$ cat src/hw/rtl/ste_pkg.sv
// package: types, constants and codes of the sorted table engine
`default_nettype none
package ste_pkg;

    localparam int CAPACITY_DEF  = 64;
    localparam int KEY_WIDTH_DEF = 32;
    localparam int FUNC_W        = 4;
    localparam int KEYIN_W       = 32;
    localparam int POS_W         = 6;
    localparam int STATUS_W      = 2;
    localparam int VALUE_W       = 32;
    localparam int INDEX_W       = 6;
    localparam int COUNT_W       = 7;
    localparam int PADDR_W       = 3;
    localparam int PDATA_W       = 32;

    typedef enum logic [FUNC_W-1:0] {
        F_PUSH_FRONT  = 4'd0,
        F_PUSH_BACK   = 4'd1,
        F_INSERT_AT   = 4'd2,
        F_SORTED_INS  = 4'd3,
        F_POP_FRONT   = 4'd4,
        F_POP_BACK    = 4'd5,
        F_REMOVE_KEY  = 4'd6,
        F_ERASE_AT    = 4'd7,
        F_SEARCH      = 4'd8,
        F_READ_AT     = 4'd9
    } func_t;

    typedef enum logic [STATUS_W-1:0] {
        ST_OK     = 2'd0,
        ST_FULL   = 2'd1,
        ST_EMPTY  = 2'd2,
        ST_BADPOS = 2'd3
    } status_t;

    typedef enum logic [2:0] {
        AT_ZERO,
        AT_COUNT,
        AT_POS,
        AT_LO,
        AT_LAST
    } at_sel_t;

    typedef enum logic [1:0] {
        RD_MID,
        RD_AT,
        RD_PTR_DN,
        RD_PTR_UP
    } rd_sel_t;

    localparam logic REG_SIGNED_ORDER = 1'b0;

    typedef struct packed {
        logic    load;
        logic    srch_step;
        logic    upper;
        logic    at_ld;
        at_sel_t at_sel;
        logic    ptr_open;
        logic    ptr_close;
        logic    rd_en;
        rd_sel_t rd_sel;
        logic    wr_open;
        logic    wr_close;
        logic    wr_key;
        logic    cnt_inc;
        logic    cnt_dec;
        logic    set_status;
        status_t status;
        logic    set_found;
        logic    set_value;
        logic    set_index;
        logic    finish;
    } cmd_t;

    typedef struct packed {
        func_t func;
        logic  full;
        logic  empty;
        logic  pos_bad_ins;
        logic  pos_bad;
        logic  srch_go;
        logic  lo_in;
        logic  key_eq;
        logic  open_go;
        logic  close_go;
        logic  out_free;
    } sts_t;

endpackage
`default_nettype wire

$ cat src/hw/rtl/ste_req_if.sv
// interfaces: request and response word channels
`default_nettype none
interface ste_req_if;
    import ste_pkg::*;
    logic               valid;
    logic               ready;
    logic [FUNC_W-1:0]  func;
    logic [KEYIN_W-1:0] key_value;
    logic [POS_W-1:0]   position;
    modport source (output valid, func, key_value, position, input ready);
    modport sink (input valid, func, key_value, position, output ready);
endinterface

interface ste_rsp_if;
    import ste_pkg::*;
    logic                valid;
    logic                ready;
    logic [STATUS_W-1:0] status;
    logic                found;
    logic [VALUE_W-1:0]  value_out;
    logic [INDEX_W-1:0]  index_out;
    logic [COUNT_W-1:0]  count;
    modport source (output valid, status, found, value_out, index_out, count, input ready);
    modport sink (input valid, status, found, value_out, index_out, count, output ready);
endinterface
`default_nettype wire

$ cat src/hw/rtl/ste_ram.sv
// generic ram: one write port, one registered read port
`default_nettype none
module ste_ram #(
    parameter int WIDTH = 32,
    parameter int DEPTH = 64
) (
    input  wire logic                                      clk,
    input  wire logic                                      wr_en,
    input  wire logic [((DEPTH > 1) ? $clog2(DEPTH) : 1)-1:0] wr_addr,
    input  wire logic [WIDTH-1:0]                          wr_data,
    input  wire logic                                      rd_en,
    input  wire logic [((DEPTH > 1) ? $clog2(DEPTH) : 1)-1:0] rd_addr,
    output logic      [WIDTH-1:0]                          rd_data
);
    logic [WIDTH-1:0] mem [DEPTH];

    always_ff @(posedge clk)
    begin
        if (wr_en)
        begin
            mem[wr_addr] <= wr_data;
        end
        if (rd_en)
        begin
            rd_data <= mem[rd_addr];
        end
    end
endmodule
`default_nettype wire

$ cat src/hw/rtl/ste_datapath.sv
// datapath: table memory, search bounds, shift pointer, count and result word
`default_nettype none
module ste_datapath #(
    parameter int CAPACITY  = ste_pkg::CAPACITY_DEF,
    parameter int KEY_WIDTH = ste_pkg::KEY_WIDTH_DEF
) (
    input  wire logic                          clk,
    input  wire logic                          rst_n,
    input  wire logic                          signed_order,
    input  wire ste_pkg::cmd_t                 cmd,
    output ste_pkg::sts_t                      sts,
    input  wire logic [ste_pkg::FUNC_W-1:0]    in_func,
    input  wire logic [ste_pkg::KEYIN_W-1:0]   in_key,
    input  wire logic [ste_pkg::POS_W-1:0]     in_pos,
    output logic                               out_valid,
    input  wire logic                          out_ready,
    output logic [ste_pkg::STATUS_W-1:0]       out_status,
    output logic                               out_found,
    output logic [ste_pkg::VALUE_W-1:0]        out_value,
    output logic [ste_pkg::INDEX_W-1:0]        out_index,
    output logic [ste_pkg::COUNT_W-1:0]        out_count
);
    import ste_pkg::*;

    localparam int AW   = (CAPACITY > 1) ? $clog2(CAPACITY) : 1;
    localparam int CW   = $clog2(CAPACITY + 1);
    localparam int CMPW = (CW > POS_W) ? CW : POS_W;
    localparam logic [KEY_WIDTH-1:0] SIGN = KEY_WIDTH'(1) << (KEY_WIDTH - 1);
    localparam logic [CW-1:0] CAP_C = CW'(CAPACITY);

    func_t                func_reg;
    logic [KEY_WIDTH-1:0] key_reg;
    logic [POS_W-1:0]     pos_reg;
    logic [CW-1:0]        lo_reg, lo_next;
    logic [CW-1:0]        hi_reg, hi_next;
    logic [CW-1:0]        at_reg, at_next;
    logic [CW-1:0]        ptr_reg, ptr_next;
    logic [CW-1:0]        cnt_reg, cnt_next;
    status_t              r_status_reg;
    logic                 r_found_reg;
    logic [KEY_WIDTH-1:0] r_value_reg;
    logic [CW-1:0]        r_index_reg;
    logic                 o_valid_reg;
    status_t              o_status_reg;
    logic                 o_found_reg;
    logic [KEY_WIDTH-1:0] o_value_reg;
    logic [CW-1:0]        o_index_reg;
    logic [CW-1:0]        o_count_reg;

    logic [KEY_WIDTH-1:0] rdata;
    logic [KEY_WIDTH-1:0] ord_e, ord_k;
    logic [CW:0]          sum;
    logic [CW-1:0]        mid;
    logic [CW-1:0]        ptr_dn;
    logic [CW:0]          ptr_up;
    logic [AW-1:0]        rd_addr;
    logic [AW-1:0]        wr_addr;
    logic [KEY_WIDTH-1:0] wr_data;
    logic                 wr_en;
    logic                 go_lo;

    assign sum    = {1'b0, lo_reg} + {1'b0, hi_reg};
    assign mid    = sum[CW:1];
    assign ptr_dn = ptr_reg - 1'b1;
    assign ptr_up = {1'b0, ptr_reg} + 1'b1;
    assign ord_e  = signed_order ? (rdata ^ SIGN) : rdata;
    assign ord_k  = signed_order ? (key_reg ^ SIGN) : key_reg;
    assign go_lo  = (ord_e < ord_k) || (cmd.upper && (ord_e == ord_k));

    always_comb
    begin
        unique case (cmd.rd_sel)
            RD_MID:    rd_addr = mid[AW-1:0];
            RD_AT:     rd_addr = at_reg[AW-1:0];
            RD_PTR_DN: rd_addr = ptr_dn[AW-1:0];
            RD_PTR_UP: rd_addr = ptr_up[AW-1:0];
            default:   rd_addr = '0;
        endcase
    end

    assign wr_en   = cmd.wr_key || cmd.wr_open || cmd.wr_close;
    assign wr_addr = cmd.wr_key ? at_reg[AW-1:0] : ptr_reg[AW-1:0];
    assign wr_data = cmd.wr_key ? key_reg : rdata;

    ste_ram #(
        .WIDTH (KEY_WIDTH),
        .DEPTH (CAPACITY)
    ) u_ram (
        .clk     (clk),
        .wr_en   (wr_en),
        .wr_addr (wr_addr),
        .wr_data (wr_data),
        .rd_en   (cmd.rd_en),
        .rd_addr (rd_addr),
        .rd_data (rdata)
    );

    always_comb
    begin
        lo_next  = lo_reg;
        hi_next  = hi_reg;
        at_next  = at_reg;
        ptr_next = ptr_reg;
        cnt_next = cnt_reg;
        if (cmd.load)
        begin
            lo_next = '0;
            hi_next = cnt_reg;
        end
        if (cmd.srch_step)
        begin
            if (go_lo)
            begin
                lo_next = mid + 1'b1;
            end
            else
            begin
                hi_next = mid;
            end
        end
        if (cmd.at_ld)
        begin
            unique case (cmd.at_sel)
                AT_ZERO:  at_next = '0;
                AT_COUNT: at_next = cnt_reg;
                AT_POS:   at_next = CW'(pos_reg);
                AT_LO:    at_next = lo_reg;
                AT_LAST:  at_next = cnt_reg - 1'b1;
                default:  at_next = '0;
            endcase
        end
        if (cmd.ptr_open)
        begin
            ptr_next = cnt_reg;
        end
        if (cmd.ptr_close)
        begin
            ptr_next = at_reg;
        end
        if (cmd.wr_open)
        begin
            ptr_next = ptr_dn;
        end
        if (cmd.wr_close)
        begin
            ptr_next = ptr_up[CW-1:0];
        end
        if (cmd.cnt_inc)
        begin
            cnt_next = cnt_reg + 1'b1;
        end
        if (cmd.cnt_dec)
        begin
            cnt_next = cnt_reg - 1'b1;
        end
    end

    always_ff @(posedge clk or negedge rst_n)
    begin
        if (!rst_n)
        begin
            cnt_reg     <= '0;
            o_valid_reg <= 1'b0;
        end
        else
        begin
            cnt_reg <= cnt_next;
            if (cmd.finish)
            begin
                o_valid_reg <= 1'b1;
            end
            else if (out_ready)
            begin
                o_valid_reg <= 1'b0;
            end
        end
    end

    always_ff @(posedge clk)
    begin
        lo_reg  <= lo_next;
        hi_reg  <= hi_next;
        at_reg  <= at_next;
        ptr_reg <= ptr_next;
        if (cmd.load)
        begin
            func_reg     <= func_t'(in_func);
            key_reg      <= KEY_WIDTH'(in_key);
            pos_reg      <= in_pos;
            r_status_reg <= ST_OK;
            r_found_reg  <= 1'b0;
            r_value_reg  <= '0;
            r_index_reg  <= '0;
        end
        if (cmd.set_status)
        begin
            r_status_reg <= cmd.status;
        end
        if (cmd.set_found)
        begin
            r_found_reg <= 1'b1;
        end
        if (cmd.set_value)
        begin
            r_value_reg <= rdata;
        end
        if (cmd.set_index)
        begin
            r_index_reg <= at_reg;
        end
        if (cmd.finish)
        begin
            o_status_reg <= r_status_reg;
            o_found_reg  <= r_found_reg;
            o_value_reg  <= r_value_reg;
            o_index_reg  <= r_index_reg;
            o_count_reg  <= cnt_reg;
        end
    end

    always_comb
    begin
        sts.func        = func_reg;
        sts.full        = (cnt_reg == CAP_C);
        sts.empty       = (cnt_reg == '0);
        sts.pos_bad_ins = (CMPW'(pos_reg) > CMPW'(cnt_reg));
        sts.pos_bad     = (CMPW'(pos_reg) >= CMPW'(cnt_reg));
        sts.srch_go     = (lo_reg < hi_reg);
        sts.lo_in       = (lo_reg < cnt_reg);
        sts.key_eq      = (rdata == key_reg);
        sts.open_go     = (ptr_reg > at_reg);
        sts.close_go    = (ptr_up < {1'b0, cnt_reg});
        sts.out_free    = !o_valid_reg || out_ready;
    end

    assign out_valid  = o_valid_reg;
    assign out_status = o_status_reg;
    assign out_found  = o_found_reg;
    assign out_value  = VALUE_W'(o_value_reg);
    assign out_index  = INDEX_W'(o_index_reg);
    assign out_count  = COUNT_W'(o_count_reg);
endmodule
`default_nettype wire

$ cat src/hw/rtl/ste_ctrl.sv
// controller: sequences decode, binary search, shifts and result hand-off
`default_nettype none
module ste_ctrl (
    input  wire logic          clk,
    input  wire logic          rst_n,
    input  wire logic          in_valid,
    output logic               in_ready,
    input  wire ste_pkg::sts_t sts,
    output ste_pkg::cmd_t      cmd
);
    import ste_pkg::*;

    typedef enum logic [3:0] {
        S_IDLE,
        S_DECODE,
        S_SRCH,
        S_SRCH_CMP,
        S_FETCH,
        S_FETCH_WAIT,
        S_OPEN,
        S_OPEN_WR,
        S_CLOSE,
        S_CLOSE_WR,
        S_FINISH
    } state_t;

    state_t state_reg, state_next;
    logic   is_insert;

    assign is_insert = (sts.func == F_SORTED_INS);

    always_comb
    begin
        cmd        = '0;
        state_next = state_reg;
        unique case (state_reg)
            S_IDLE:
            begin
                if (in_valid)
                begin
                    cmd.load   = 1'b1;
                    state_next = S_DECODE;
                end
            end
            S_DECODE:
            begin
                unique case (sts.func)
                    F_PUSH_FRONT, F_PUSH_BACK, F_INSERT_AT, F_SORTED_INS:
                    begin
                        priority if (sts.full)
                        begin
                            cmd.set_status = 1'b1;
                            cmd.status     = ST_FULL;
                            state_next     = S_FINISH;
                        end
                        else if (sts.func == F_INSERT_AT && sts.pos_bad_ins)
                        begin
                            cmd.set_status = 1'b1;
                            cmd.status     = ST_BADPOS;
                            state_next     = S_FINISH;
                        end
                        else if (sts.func == F_SORTED_INS)
                        begin
                            state_next = S_SRCH;
                        end
                        else
                        begin
                            cmd.at_ld    = 1'b1;
                            cmd.at_sel   = (sts.func == F_PUSH_FRONT) ? AT_ZERO :
                                           (sts.func == F_PUSH_BACK) ? AT_COUNT : AT_POS;
                            cmd.ptr_open = 1'b1;
                            state_next   = S_OPEN;
                        end
                    end
                    F_POP_FRONT, F_POP_BACK, F_REMOVE_KEY, F_SEARCH, F_ERASE_AT,
                    F_READ_AT:
                    begin
                        priority if (sts.empty)
                        begin
                            cmd.set_status = 1'b1;
                            cmd.status     = ST_EMPTY;
                            state_next     = S_FINISH;
                        end
                        else if (sts.func == F_REMOVE_KEY || sts.func == F_SEARCH)
                        begin
                            state_next = S_SRCH;
                        end
                        else if (sts.func == F_POP_FRONT || sts.func == F_POP_BACK)
                        begin
                            cmd.at_ld  = 1'b1;
                            cmd.at_sel = (sts.func == F_POP_FRONT) ? AT_ZERO : AT_LAST;
                            state_next = S_FETCH;
                        end
                        else if (sts.pos_bad)
                        begin
                            cmd.set_status = 1'b1;
                            cmd.status     = ST_BADPOS;
                            state_next     = S_FINISH;
                        end
                        else
                        begin
                            cmd.at_ld  = 1'b1;
                            cmd.at_sel = AT_POS;
                            state_next = S_FETCH;
                        end
                    end
                    default:
                    begin
                        state_next = S_FINISH;
                    end
                endcase
            end
            S_SRCH:
            begin
                priority if (sts.srch_go)
                begin
                    cmd.rd_en  = 1'b1;
                    cmd.rd_sel = RD_MID;
                    state_next = S_SRCH_CMP;
                end
                else if (is_insert)
                begin
                    cmd.at_ld    = 1'b1;
                    cmd.at_sel   = AT_LO;
                    cmd.ptr_open = 1'b1;
                    state_next   = S_OPEN;
                end
                else if (sts.lo_in)
                begin
                    cmd.at_ld  = 1'b1;
                    cmd.at_sel = AT_LO;
                    state_next = S_FETCH;
                end
                else
                begin
                    state_next = S_FINISH;
                end
            end
            S_SRCH_CMP:
            begin
                cmd.srch_step = 1'b1;
                cmd.upper     = is_insert;
                state_next    = S_SRCH;
            end
            S_FETCH:
            begin
                cmd.rd_en     = 1'b1;
                cmd.rd_sel    = RD_AT;
                cmd.ptr_close = 1'b1;
                state_next    = S_FETCH_WAIT;
            end
            S_FETCH_WAIT:
            begin
                unique case (sts.func)
                    F_REMOVE_KEY, F_SEARCH:
                    begin
                        if (sts.key_eq)
                        begin
                            cmd.set_found = 1'b1;
                            cmd.set_value = 1'b1;
                            cmd.set_index = 1'b1;
                            state_next    = (sts.func == F_REMOVE_KEY) ? S_CLOSE : S_FINISH;
                        end
                        else
                        begin
                            state_next = S_FINISH;
                        end
                    end
                    F_POP_FRONT, F_POP_BACK:
                    begin
                        cmd.set_value = 1'b1;
                        state_next    = S_CLOSE;
                    end
                    F_ERASE_AT:
                    begin
                        cmd.set_value = 1'b1;
                        cmd.set_index = 1'b1;
                        state_next    = S_CLOSE;
                    end
                    default:
                    begin
                        cmd.set_value = 1'b1;
                        cmd.set_index = 1'b1;
                        state_next    = S_FINISH;
                    end
                endcase
            end
            S_OPEN:
            begin
                if (sts.open_go)
                begin
                    cmd.rd_en  = 1'b1;
                    cmd.rd_sel = RD_PTR_DN;
                    state_next = S_OPEN_WR;
                end
                else
                begin
                    cmd.wr_key    = 1'b1;
                    cmd.cnt_inc   = 1'b1;
                    cmd.set_index = 1'b1;
                    state_next    = S_FINISH;
                end
            end
            S_OPEN_WR:
            begin
                cmd.wr_open = 1'b1;
                state_next  = S_OPEN;
            end
            S_CLOSE:
            begin
                if (sts.close_go)
                begin
                    cmd.rd_en  = 1'b1;
                    cmd.rd_sel = RD_PTR_UP;
                    state_next = S_CLOSE_WR;
                end
                else
                begin
                    cmd.cnt_dec = 1'b1;
                    state_next  = S_FINISH;
                end
            end
            S_CLOSE_WR:
            begin
                cmd.wr_close = 1'b1;
                state_next   = S_CLOSE;
            end
            S_FINISH:
            begin
                if (sts.out_free)
                begin
                    cmd.finish = 1'b1;
                    state_next = S_IDLE;
                end
            end
            default:
            begin
                state_next = S_IDLE;
            end
        endcase
    end

    assign in_ready = (state_reg == S_IDLE);

    always_ff @(posedge clk or negedge rst_n)
    begin
        if (!rst_n)
        begin
            state_reg <= S_IDLE;
        end
        else
        begin
            state_reg <= state_next;
        end
    end
endmodule
`default_nettype wire

$ cat src/hw/rtl/sorted_table_engine_unit.sv
// steps from accepted word to result: full, empty, bad position and unused codes finish directly;
//   a read fetches the entry; a push opens a slot by moving each entry above it up, a pop, erase or
//   removal moves each entry above it down; a key search first runs at most clog2(CAPACITY)+1 steps
// throughput: one word at a time; the next word is taken the cycle after the result enters
//   the output register, which waits while the previous result is still held there
// reset: fill count, controller and output valid clear at once; contents are not cleared
`default_nettype none
module sorted_table_engine_unit #(
    parameter int CAPACITY  = ste_pkg::CAPACITY_DEF,
    parameter int KEY_WIDTH = ste_pkg::KEY_WIDTH_DEF
) (
    input  wire logic                         clk,
    input  wire logic                         rst_n,
    input  wire logic                         psel,
    input  wire logic                         penable,
    input  wire logic                         pwrite,
    input  wire logic [ste_pkg::PADDR_W-1:0]  paddr,
    input  wire logic [ste_pkg::PDATA_W-1:0]  pwdata,
    output logic      [ste_pkg::PDATA_W-1:0]  prdata,
    output logic                              pready,
    ste_req_if.sink                           req,
    ste_rsp_if.source                         rsp
);
    import ste_pkg::*;

    logic signed_order_reg;
    cmd_t cmd;
    sts_t sts;
    logic reg_sel;

    assign reg_sel = (paddr[PADDR_W-1] == REG_SIGNED_ORDER);
    assign pready  = 1'b1;
    assign prdata  = reg_sel ? PDATA_W'(signed_order_reg) : '0;

    always_ff @(posedge clk or negedge rst_n)
    begin
        if (!rst_n)
        begin
            signed_order_reg <= 1'b0;
        end
        else if (psel && penable && pwrite && reg_sel)
        begin
            signed_order_reg <= pwdata[0];
        end
    end

    ste_ctrl u_ctrl (
        .clk      (clk),
        .rst_n    (rst_n),
        .in_valid (req.valid),
        .in_ready (req.ready),
        .sts      (sts),
        .cmd      (cmd)
    );

    ste_datapath #(
        .CAPACITY  (CAPACITY),
        .KEY_WIDTH (KEY_WIDTH)
    ) u_dp (
        .clk          (clk),
        .rst_n        (rst_n),
        .signed_order (signed_order_reg),
        .cmd          (cmd),
        .sts          (sts),
        .in_func      (req.func),
        .in_key       (req.key_value),
        .in_pos       (req.position),
        .out_valid    (rsp.valid),
        .out_ready    (rsp.ready),
        .out_status   (rsp.status),
        .out_found    (rsp.found),
        .out_value    (rsp.value_out),
        .out_index    (rsp.index_out),
        .out_count    (rsp.count)
    );
endmodule
`default_nettype wire

$ cat src/flat_wrapper.sv
// flat-port wrapper written by rule: the top's interface ports become plain ports
module sorted_table_engine_unit_flat import ste_pkg::*;
#(
    parameter int CAPACITY  = ste_pkg::CAPACITY_DEF,
    parameter int KEY_WIDTH = ste_pkg::KEY_WIDTH_DEF
)
  (clk, rst_n, psel, penable, pwrite, paddr, pwdata, prdata, pready, req_valid, req_func, req_key_value, req_position, req_ready, rsp_valid, rsp_status, rsp_found, rsp_value_out, rsp_index_out, rsp_count, rsp_ready);
  ste_req_if req_i ();
  ste_rsp_if rsp_i ();
  input  wire logic clk;
  input  wire logic rst_n;
  input  wire logic psel;
  input  wire logic penable;
  input  wire logic pwrite;
  input  wire logic [ste_pkg::PADDR_W-1:0] paddr;
  input  wire logic [ste_pkg::PDATA_W-1:0] pwdata;
  output logic      [ste_pkg::PDATA_W-1:0] prdata;
  output logic pready;
  input wire logic [$bits(req_i.valid)-1:0] req_valid;
  input wire logic [$bits(req_i.func)-1:0] req_func;
  input wire logic [$bits(req_i.key_value)-1:0] req_key_value;
  input wire logic [$bits(req_i.position)-1:0] req_position;
  output wire logic [$bits(req_i.ready)-1:0] req_ready;
  output wire logic [$bits(rsp_i.valid)-1:0] rsp_valid;
  output wire logic [$bits(rsp_i.status)-1:0] rsp_status;
  output wire logic [$bits(rsp_i.found)-1:0] rsp_found;
  output wire logic [$bits(rsp_i.value_out)-1:0] rsp_value_out;
  output wire logic [$bits(rsp_i.index_out)-1:0] rsp_index_out;
  output wire logic [$bits(rsp_i.count)-1:0] rsp_count;
  input wire logic [$bits(rsp_i.ready)-1:0] rsp_ready;
  assign req_i.valid = req_valid;
  assign req_i.func = req_func;
  assign req_i.key_value = req_key_value;
  assign req_i.position = req_position;
  assign req_ready = req_i.ready;
  assign rsp_valid = rsp_i.valid;
  assign rsp_status = rsp_i.status;
  assign rsp_found = rsp_i.found;
  assign rsp_value_out = rsp_i.value_out;
  assign rsp_index_out = rsp_i.index_out;
  assign rsp_count = rsp_i.count;
  assign rsp_i.ready = rsp_ready;
  sorted_table_engine_unit #(.CAPACITY(CAPACITY), .KEY_WIDTH(KEY_WIDTH)) u_core (.clk(clk), .rst_n(rst_n), .psel(psel), .penable(penable), .pwrite(pwrite), .paddr(paddr), .pwdata(pwdata), .prdata(prdata), .pready(pready), .req(req_i), .rsp(rsp_i));
endmodule
$ cat config.mk
export PLATFORM = sky130hd
export DESIGN_NAME = sorted_table_engine_unit_flat
export DESIGN_NICKNAME = d
export VERILOG_FILES = /design/src/hw/rtl/ste_pkg.sv /design/src/hw/rtl/ste_req_if.sv /design/src/hw/rtl/ste_ram.sv /design/src/hw/rtl/ste_datapath.sv /design/src/hw/rtl/ste_ctrl.sv /design/src/hw/rtl/sorted_table_engine_unit.sv /design/src/flat_wrapper.sv
export SDC_FILE = /design/constraint.sdc
export NUM_CORES = 2
export LEC_CHECK = 0
export BUFFER_PORTS_ARGS = -buffer_cell sky130_fd_sc_hd__buf_2
export CAP_MARGIN = 20
export CORE_MARGIN = 2
export CORE_UTILIZATION = 35
export DETAILED_ROUTE_END_ITERATION = 16
export PLACE_DENSITY = 0.61
export SYNTH_ARGS = -nofsm -noshare
export SYNTH_HDL_FRONTEND = slang
export SYNTH_HIERARCHICAL = 1
export SYNTH_SLANG_ARGS = --single-unit
$ cat constraint.sdc
create_clock -name clk -period 6.86 [get_ports clk]
set_input_delay 0.343 -clock clk [delete_from_list [all_inputs] [get_ports clk]]
set_output_delay 0.343 -clock clk [all_outputs]
set_load 0.02 [all_outputs]
==> flow_summary.yaml <==
clock_tree:
  clock_sinks: 2252
  cts_tree: "yes"
  cts_root_buf: "clkbuf_16"
  clock_latency_ns: 0.89
  postCtsSetupBuffers: 0
  cts_resized: 0
  cts_buffers: 221
  postCtsHoldBufs: 48
  clkTransAtPathRegs_ns: 0.06
  cts_buffer_depth: 3
  htree_levels: 4
timing:
  fin_skew_ns: 0.0393
  finalHoldViolCount: 0
  fin_ws_ns: 0.366
  worst_pin_slew_ns: 1.13
  rsz0062_at_grt: "false"
  tns_ns: 0
  whs_ns: 0.176
  slew_headroom: 0.245
  setup_violations: 0
  final_max_slew_viol_count: 0
  max_freq_ghz: 0.154
  min_period_ns: 6.49
  finalCritPeriodShare: 0.947
synth:
  synth_top_area_frac: 0.748
  synth_seq_cells: 2252
  ys_top_cells_by_area: "edfxtp_1 (75%), mux4_2 (11%), mux2i_1 (2.4%)"
  ys_seq_area_frac: 0.755
  async_reset_ff_frac: 0.00577
  ys.flop_type: "edfxtp_1"
  synth_area_um2: 89300
  synth_edf_count: 2224
  synth.avg_cell_area_um2: 20.3
  synth.most_common_cell: "edfxtp_1"
  synth_cells: 4392
  synth_largest_area_cell: "edfxtp_1"
  synthTopCellsByCount: "edfxtp_1 (2224), mux4_2 (450), mux2i_1 (217)"
  synth_cell_types: 87
  ys_warn_count: 6
layout:
  regMostFlops: "u_core/u_dp/u_ram/mem"
  largest_reg_flops: 2048
  drive_gt1_frac: 0.256
  layout.nets: 4938
  area_growth_pct: 15.5
  fill_cells: 22153
route:
  post_drt_wl_per_cell_um: 28.3
  drc: 0
  routed_via_density: 5.49
  detail_route.first_pass.iterations: 7
  first_iter_violations: 6042
  via_count: 45827
  drt-total-wl_um: 237000
  ant_nets: 0
global_route:
  grt-ovfl-total: 0
  grt_pass1_vias: 45347
  antenna_found_initial: 10
  track_usage: 0.180
  grt_max_degree: 71
  grt_pass1_wl_um: 334000
floorplan:
  dieWidth_um: 509
  fp-row-count: 185
  start_util: 0.352
  dieArea_um2: 259000
  fp.dieH_um: 509
  core-area_um2: 254000
  io_pins: 167
placed_design:
  port_buffers: 101
  pre_cts_ws_ns: 0.492
  place_congestion: 0.835
  dp_hpwl_um: 143000
setup_path:
  cp_cell_sequence: "inv_1 > ha_1 > ha_1 > a21boi_0 > o21a_1 > o21a_1 > o21a_1 > o21ai_0 > nand2b_1 > a21oi_1 > nand2b_1 > or2_2 > a21oi_1 > buf_4 > mux4_4 > and2_2 > a22oi_1 > nand3_1 > nand2_1 > a21oi_1"
  rr_startpoint: "u_core/u_dp/ptr_reg[1]"
  arrival_ns: 7.07
  path_class: "register to register"
  setup.worst_path.start_class: "register"
  worstPathMaxFanout: 21
  crit_path_max_incr_delay_ns: 0.98
  startpoint: "u_core/u_dp/ptr_reg[1]"
  path_delay_family: "simple AND/OR/NAND/NOR gates"
  worst-path-buf-inv: 2
  critPathCaptureType: "register"
  crit_required_ns: 7.44
  cpMaxStageDelayCell: "mux4_4"
run_status:
  status: "finished, final reports clean"
min_path:
  min_from: "req_key_value[1]"
  hold_class: "input pin to register"
run:
  drv_cap: 0
-- path summary, 6_finish.rpt --
kind | to | slack [ns] | depth (start not counted)
worst max-delay path | u_core/u_dp/u_ram/rd_data[25] | 0.37 | 20
worst min-delay path | u_core/u_dp/key_reg[1] | 0.18 | 2
worst max register to register | u_core/u_dp/u_ram/rd_data[25] | 0.37 | 20
worst min register to register | u_core/u_dp/out_value[5] | 0.40 | 0
max in group asynchronous | u_core/u_dp/out_valid | 5.66 | 3
min in group asynchronous | u_core/u_ctrl/state_reg[1] | 0.65 | 3
-- routing by layer --
| layer | up-vias | routed length, µm | track usage |
|---|---|---|---|
| met5 | - | 25 | 0 |
| met4 | 4 | 7360 | 0.0568 |
| met3 | 349 | 20500 | 0.0331 |
| met2 | 2151 | 110000 | 0.287 |
| met1 | 24388 | 98500 | 0.250 |
| li1 | 18935 | - | - |
-- final cells by class --
| class | count | area (µm²) | area share |
|---|---|---|---|
| Timing Repair Buffer | 406 | 3410 | 0.0331 |
| Clock inverter | 143 | 1410 | 0.0136 |
| Tap cell | 3366 | 4210 | 0.0408 |
| Multi-Input combinational cell | 1824 | 20700 | 0.200 |
| Antenna cell | 9 | 22.5 | 0.000218 |
| Clock buffer | 272 | 5770 | 0.0560 |
| Inverter | 74 | 278 | 0.00269 |
| Sequential cell | 2252 | 67400 | 0.653 |
-- stage by stage --
stage	instance area, µm²	util	cells
floorplan	89500	-	4422
global placement	95400	0.376	7867
detailed placement	95400	0.376	7869
CTS	103000	0.406	8332
global route	103000	0.406	8337
finish	103000	0.406	8346
-- layout by cell type, fill, tap and decap left out, types with 58 or more instances in the layout --
cell type and count:
a21oi_1 71, a22oi_1 132, buf_2 102, buf_4 216, clkbuf_16 222, edfxtp_1 2224, ha_1 74, inv_1 74
mux2i_1 217, mux4_2 448, nand2_1 83, nand3_1 60, nor2_4 65, o21ai_0 58
-- kinds of logic (layout without fill, tap and decap cells) --
kind of cell    after synthesis  count (layout)  share of synthesized area
flops                      2252            2252                      0.755
mux                         708             708                      0.143
compound gates              500             500                     0.0392
simple gates                477             477                     0.0277
buf+inv                     346             895                     0.0219
fa+ha+maj                    75              75                     0.0106
xor+xnor                     32              32                    0.00314
other cells                   2              41                  0.0000841
Power is left out: the tool's default activity adds up to more than one toggle a clock period on the data nets, which glitch-free logic cannot reach.
